## config.mk

```make
export PLATFORM = sky130hd
export DESIGN_NAME = tile_pixel_tolerance_compare
export DESIGN_NICKNAME = d
export VERILOG_FILES = /design/src/rtl/tptc_pkg.sv /design/src/rtl/tptc_pair_dist.sv /design/src/rtl/tile_pixel_tolerance_compare.sv
export SDC_FILE = /design/constraint.sdc
export NUM_CORES = 1
export LEC_CHECK = 0
export ABC_CLOCK_PERIOD_IN_PS = 9840
export BUFFER_PORTS_ARGS = -buffer_cell sky130_fd_sc_hd__buf_2
export CAP_MARGIN = 20
export CORE_MARGIN = 1.5
export CORE_UTILIZATION = 59
export CTS_CLUSTER_DIAMETER = 40
export DETAILED_ROUTE_END_ITERATION = 8
export PLACE_DENSITY = 0.8
export SYNTH_ARGS = -nofsm -noshare
export SYNTH_HDL_FRONTEND = slang
export SYNTH_SLANG_ARGS = --single-unit
export TNS_END_PERCENT = 30
```

## constraint.sdc

```tcl
create_clock -name i_clk -period 9.84 [get_ports i_clk]
set_input_delay 0.984 -clock i_clk [delete_from_list [all_inputs] [get_ports i_clk]]
set_output_delay 0.984 -clock i_clk [all_outputs]
set_load 0.01 [all_outputs]
```

## src/rtl/tptc_pkg.sv

```systemverilog
// Shared types and constants for the tile pixel tolerance compare block.
// Holds the transfer payload structs and the stage struct between the
// distance unit and the top level. No dependencies.
`timescale 1ns / 1ps
`default_nettype none

package tptc_pkg;

    localparam int CHAN_W = 8;
    localparam int THR_W  = 17;
    localparam int SQ_W   = 2 * CHAN_W;
    // Three squares of 8-bit differences need 18 bits.
    localparam int D2_W   = SQ_W + 2;
    localparam int TSQ_W  = 2 * THR_W;

    typedef struct packed {
        logic [CHAN_W-1:0] old_red;
        logic [CHAN_W-1:0] old_green;
        logic [CHAN_W-1:0] old_blue;
        logic [CHAN_W-1:0] old_alpha;
        logic [CHAN_W-1:0] new_red;
        logic [CHAN_W-1:0] new_green;
        logic [CHAN_W-1:0] new_blue;
        logic [CHAN_W-1:0] new_alpha;
        logic              last;
    } t_in_item;

    typedef struct packed {
        logic tiles_match;
        logic old_all_transparent;
        logic new_all_transparent;
    } t_out_item;

    typedef struct packed {
        logic [D2_W-1:0]   d2;
        logic [CHAN_W-1:0] da;
        logic              old_opaque;
        logic              new_opaque;
        logic              last;
    } t_pair_eval;

endpackage

`default_nettype wire

```

## src/rtl/tptc_pair_dist.sv

```systemverilog
// Squared RGB distance and absolute alpha difference of one pixel pair.
// Pure combinational; uses tptc_pkg.
`timescale 1ns / 1ps
`default_nettype none

module tptc_pair_dist
    import tptc_pkg::*;
(
    input  var t_in_item   i_pair,
    output var t_pair_eval o_eval
);

    logic [CHAN_W-1:0] d_r;
    logic [CHAN_W-1:0] d_g;
    logic [CHAN_W-1:0] d_b;
    logic [SQ_W-1:0]   sq_r;
    logic [SQ_W-1:0]   sq_g;
    logic [SQ_W-1:0]   sq_b;

    function automatic logic [CHAN_W-1:0] abs_diff(
        input logic [CHAN_W-1:0] a,
        input logic [CHAN_W-1:0] b
    );
        return (a >= b) ? (a - b) : (b - a);
    endfunction

    always_comb begin
        d_r  = abs_diff(i_pair.old_red,   i_pair.new_red);
        d_g  = abs_diff(i_pair.old_green, i_pair.new_green);
        d_b  = abs_diff(i_pair.old_blue,  i_pair.new_blue);
        sq_r = SQ_W'(d_r) * SQ_W'(d_r);
        sq_g = SQ_W'(d_g) * SQ_W'(d_g);
        sq_b = SQ_W'(d_b) * SQ_W'(d_b);

        o_eval.d2         = D2_W'(sq_r) + D2_W'(sq_g) + D2_W'(sq_b);
        o_eval.da         = abs_diff(i_pair.old_alpha, i_pair.new_alpha);
        o_eval.old_opaque = |i_pair.old_alpha;
        o_eval.new_opaque = |i_pair.new_alpha;
        o_eval.last       = i_pair.last;
    end

endmodule

`default_nettype wire

```

## src/rtl/tile_pixel_tolerance_compare.sv

```systemverilog
// Top level of the tile pixel tolerance compare block.
// Depends on tptc_pkg and tptc_pair_dist.
//
//  Channel  | Signals                            | Payload
//  ---------+------------------------------------+-----------------------------
//  pair in  | i_in_valid / o_in_ready            | i_in_data  (t_in_item)
//  result   | o_out_valid / i_out_ready          | o_out_data (t_out_item)
//  config   | i_cfg_we (no wait)                 | i_cfg_wdata (threshold, Q8)
//
// One pixel pair is accepted per cycle while o_in_ready is high. A pair
// passes an input register, a stage that squares the channel differences,
// and a compare/flag stage that registers a last pair's result on o_out_valid.
// The squared threshold is formed when the register is written.
// Synchronous active-low reset empties the pipeline and clears the threshold.
// Pairs that are not last keep flowing while a result waits on i_out_ready;
// only a last pair stalls behind an untaken result.
`timescale 1ns / 1ps
`default_nettype none

module tile_pixel_tolerance_compare
    import tptc_pkg::*;
(
    input  var logic              i_clk,
    input  var logic              i_rst_n,
    input  var logic              i_cfg_we,
    input  var logic [THR_W-1:0]  i_cfg_wdata,
    input  var logic              i_in_valid,
    output var logic              o_in_ready,
    input  var t_in_item          i_in_data,
    output var logic              o_out_valid,
    input  var logic              i_out_ready,
    output var t_out_item         o_out_data
);

    logic [THR_W-1:0] r_threshold;
    logic [TSQ_W-1:0] r_t_sq;
    logic [TSQ_W-1:0] n_t_sq;

    logic       r_s1_valid;
    t_in_item   r_s1;
    logic       r_s2_valid;
    t_pair_eval r_s2;
    t_pair_eval s1_eval;

    logic       r_old_tr;
    logic       r_new_tr;
    logic       r_mismatch;
    logic       n_old_tr;
    logic       n_new_tr;
    logic       n_mismatch;

    logic       r_out_valid;
    t_out_item  r_out;

    logic       out_free;
    logic       s2_adv;
    logic       s2_free;
    logic       s1_adv;
    logic       s1_free;
    logic       rgb_ok;
    logic       alpha_ok;

    tptc_pair_dist u_pair_dist (
        .i_pair (r_s1),
        .o_eval (s1_eval)
    );

    assign n_t_sq = {{(TSQ_W-THR_W){1'b0}}, i_cfg_wdata}
                  * {{(TSQ_W-THR_W){1'b0}}, i_cfg_wdata};

    always_ff @(posedge i_clk) begin
        if (!i_rst_n) begin
            r_threshold <= '0;
            r_t_sq      <= '0;
        end else if (i_cfg_we) begin
            r_threshold <= i_cfg_wdata;
            r_t_sq      <= n_t_sq;
        end
    end

    // A last pair may only leave stage 2 when the result register is free.
    always_comb begin
        out_free   = !r_out_valid || i_out_ready;
        s2_adv     = r_s2_valid && (!r_s2.last || out_free);
        s2_free    = !r_s2_valid || s2_adv;
        s1_adv     = r_s1_valid && s2_free;
        s1_free    = !r_s1_valid || s1_adv;
        o_in_ready = s1_free;
    end

    always_ff @(posedge i_clk) begin
        if (!i_rst_n) begin
            r_s1_valid <= 1'b0;
            r_s2_valid <= 1'b0;
        end else begin
            if (s1_free) begin
                r_s1_valid <= i_in_valid;
            end
            if (s2_free) begin
                r_s2_valid <= s1_adv;
            end
        end
    end

    always_ff @(posedge i_clk) begin
        if (s1_free && i_in_valid) begin
            r_s1 <= i_in_data;
        end
        if (s1_adv) begin
            r_s2 <= s1_eval;
        end
    end

    always_comb begin
        rgb_ok     = {r_s2.d2, {(TSQ_W-D2_W){1'b0}}} <= r_t_sq;
        alpha_ok   = {{(THR_W-SQ_W){1'b0}}, r_s2.da, {CHAN_W{1'b0}}} <= r_threshold;
        n_old_tr   = r_old_tr && !r_s2.old_opaque;
        n_new_tr   = r_new_tr && !r_s2.new_opaque;
        n_mismatch = r_mismatch || !(rgb_ok && alpha_ok);
    end

    always_ff @(posedge i_clk) begin
        if (!i_rst_n) begin
            r_old_tr   <= 1'b1;
            r_new_tr   <= 1'b1;
            r_mismatch <= 1'b0;
        end else if (s2_adv) begin
            if (r_s2.last) begin
                r_old_tr   <= 1'b1;
                r_new_tr   <= 1'b1;
                r_mismatch <= 1'b0;
            end else begin
                r_old_tr   <= n_old_tr;
                r_new_tr   <= n_new_tr;
                r_mismatch <= n_mismatch;
            end
        end
    end

    always_ff @(posedge i_clk) begin
        if (!i_rst_n) begin
            r_out_valid <= 1'b0;
        end else if (s2_adv && r_s2.last) begin
            r_out_valid <= 1'b1;
        end else if (i_out_ready) begin
            r_out_valid <= 1'b0;
        end
    end

    always_ff @(posedge i_clk) begin
        if (s2_adv && r_s2.last) begin
            r_out.tiles_match         <= (n_old_tr && n_new_tr) || !n_mismatch;
            r_out.old_all_transparent <= n_old_tr;
            r_out.new_all_transparent <= n_new_tr;
        end
    end

    assign o_out_valid = r_out_valid;
    assign o_out_data  = r_out;

    // A last pair leaving stage 2 always lands in the result register.
    a_last_makes_result: assert property (@(posedge i_clk) disable iff (!i_rst_n)
        s2_adv && r_s2.last |=> r_out_valid)
        else $error("last pair left stage 2 without a result");

    // Tile state is back at its start values after a last pair.
    a_tile_cleared: assert property (@(posedge i_clk) disable iff (!i_rst_n)
        s2_adv && r_s2.last |=> r_old_tr && r_new_tr && !r_mismatch)
        else $error("tile state not restored after last pair");

    // An untaken result must not be overwritten by a new one.
    a_no_overwrite: assert property (@(posedge i_clk) disable iff (!i_rst_n)
        r_out_valid && !i_out_ready |-> !(s2_adv && r_s2.last))
        else $error("pending result overwritten");

    // Two transparent tiles always report a match.
    a_transparent_match: assert property (@(posedge i_clk) disable iff (!i_rst_n)
        r_out_valid && r_out.old_all_transparent && r_out.new_all_transparent
            |-> r_out.tiles_match)
        else $error("transparent tiles reported as mismatch");

    // An empty input register never refuses a transfer.
    a_ready_when_empty: assert property (@(posedge i_clk) disable iff (!i_rst_n)
        !r_s1_valid |-> o_in_ready)
        else $error("input stalled with empty input register");

endmodule

`default_nettype wire
```

==> impl_metrics.yaml <==
status:
  status: "complete, but fails checks"
  violations: "setup timing"
floorplanning:
  floorplan.initialDensity_pct: 59.6
  rows: 71
  core_um2: 37500
  die_h_um: 198
  dieArea_um2: 39100
  die_x_um: 198
  io_pins: 92
worst_setup_path:
  cp_max_fo: 6
  rr_worst_depth: 39
  required_ns: 10.14
  path_delay_family: "adder cells"
  slowest_delay_ns: 0.53
  crit_top_cell: "fa_1"
  path_buf_inv: 10
  critPathCaptureType: "register"
  crit_type: "register to register"
  crit_path_start_kind: "register"
  timing.rr.end: "r_s2[28]"
  slowest_stage: "fa_1"
  r2r_start: "r_s1[57]"
  crit_path_start: "r_s1[57]"
  r2r_slack_ns: -0.10
  path_depth: 39
  crit_arrival_ns: 10.24
clock_network:
  numCtsBuffers: 17
  cts_tree: "yes"
  clock_sinks: 152
  insertion_delay_ns: 0.43
  clkTransAtPathRegs_ns: 0.07
  htreeDepth: 4
  clockBufferDepth: 2
  cts_root_buffer: "clkbuf_16"
  cts_hold_buf: 0
global_route:
  grt_max_degree: 66
  grtUsageTotal_pct: 26.4
  antenna_found_initial: 0
  grt_pass1_wl_um: 82500
  grt_pass1_vias: 17400
  overflow: 0
synth:
  yosysWarnings: 0
  synth_area_leaders: "fa_1, ha_1, edfxtp_1"
  mappedNetlistNets: 3061
  syn_avg_cell_area_um2: 9.45
  synth_cell_types: 80
  ys.flop_type: "edfxtp_1"
  netlist_instances: 2366
  synth_seq_area_share_pct: 18.0
  synth_top_area_share_pct: 28.4
  synth.largest_area_cell: "fa_1"
  netlist_area_um2: 22400
  async_reset_ff_share_pct: 0
  ys_ff_latch: 152
  synth_edf_count: 97
placed_design:
  place_congestion: 0.910
  numPortBuffers: 91
  place_hpwl_um: 40200
  place_ws_ns: -0.281
cells_and_area:
  layout.area.seq_um2: 4010
  fillCellCount: 2933
  area_delta_synth_final_pct: 10.3
  multi_input_area_um2: 16200
  fin_nets: 3203
  antenna_cells: 0
  drive_gt1_share_pct: 11.3
sta:
  skew_ns: 0.00806
  slew_violations: 0
  max_freq_mhz: 101
  min_period_over_period_pct: 101
  fin_crit_ns: 9.94
  setup_slack_ns: -0.101
  setup_viol: 4
  fin_tns_setup_ns: -0.262
  max_slew_margin_pct: 26.5
  grt_setup_unrepaired: "true"
  worst_pin_slew_ns: 1.10
  hold_viol_final: 0
route:
  drtIter0Drc: 970
  drt-total-wl_um: 49000
  post-route-drc-count: 0
  wire_per_inst_um: 16.2
  firstDrtPassIters: 5
  drt.antenna.violating_nets: 0
  routed_via_density: 5.44
  num_vias: 16500
hold_path:
  min_to: "r_new_tr"
  holdCritStartpoint: "r_new_tr"
  holdPathStages: 1
  hp-class: "register to register"
job:
  max_cap_violations: 0
-- cells by family after synthesis --
logic type / share of synthesized area (%)
flip-flops: 18.0
adder cells (fa/ha/maj): 44.7
multiplexers: 2.37
AO/OA/AOI/OAI: 8.85
XOR/XNOR: 3.14
buffers and inverters: 10.6
AND/OR/NAND/NOR: 12.4
-- stage by stage --
step | hold WS [ns] | utilization [%] | std cells | area (µm²)
after detailed placement | 0.439 | 63.8 | 2993 | 23900
after global routing | 0.466 | 65.8 | 3032 | 24700
after CTS | 0.455 | 65.5 | 3029 | 24500
after global placement | 0.425 | 63.8 | 2993 | 23900
final | 0.456 | 65.8 | 3032 | 24700
after floorplan | 0.400 | - | 2366 | 22500
-- worst reg2reg max path, delay by kind of cell (launching register included) --
kind / cells / cell delay [ns]
adder cells (fa/ha/maj): 13 / 5.22
AO/OA/AOI/OAI: 9 / 2.12
buffers and inverters: 10 / 0.73
AND/OR/NAND/NOR: 4 / 0.72
flip-flops: 1 / 0.39
multiplexers: 1 / 0.31
XOR/XNOR: 2 / 0.30
-- cell type report --
class	instances	area share (%)
multi-input combinational	1584	65.7
clock inverter	14	0.568
timing repair buffer	170	4.27
sequential	152	16.3
clock buffer	18	1.74
inverter	583	8.88
tap	511	2.59
-- routing by layer --
layer  up-vias  global-route usage (%)  share of wire [%]
met3        97                    2.83                4.3
met1      8099                    32.2                 41
met4         0                    8.91                2.8
li1       7847                       -                  -
met5         -                       0                  0
met2       447                    48.3                 52
-- timing repair --
action / in CTS / in global routing
pin swaps: 23 / 14
endpoints found under the setup margin: 7 / 10
buffers inserted: 4 / 3
resized for setup: 8 / 21
-- placed cells by master, fill, tap and decap left out, drive strengths merged, types with 16 or more instances in the layout --
master	netlist	final
nor3	40	40
nand2b	19	19
and2	61	61
o21a	17	17
ha	291	291
clkbuf	39	18
nor2	143	143
buf	8	170
a21oi	73	73
fa	317	317
mux2i	42	42
nand2	144	144
a21o	47	47
nand4	22	22
xor2	32	32
nand3	23	23
nor2b	23	23
or3	20	20
o21ai	52	52
xnor2	45	45
a211oi	16	16
dfxtp	55	55
edfxtp	97	97
inv	583	589
-- synth_stat cells, drive strengths merged (40+ instances only) --
master,n
inv,583
xnor2,45
edfxtp,97
fa,317
mux2i,42
a21oi,73
and2,61
dfxtp,55
o21ai,52
nor3,40
nor2,143
nand2,144
a21o,47
ha,291
-- state kept, by name, summed over array words and instances, names as in the netlist, 3 cells and up --
signal / count
r_threshold: 17
o_out_data: 3
r_s1: 65
r_t_sq: 32
r_s2: 29
-- how the worst max path moves through the flow --
stage	end	slack, ns
2_1_floorplan	r_s2[28]	-0.1
3_3_place_gp	r_s2[28]	-0.08
3_5_place_dp	r_s2[28]	-0.28
4_1_cts	r_s2[28]	-0.08
5_1_grt	r_s2[28]	-0.45
6_report	r_s2[28]	-0.10
Power is left out: the tool's default activity adds up to more than one toggle a clock period on the data nets, which glitch-free logic cannot reach.
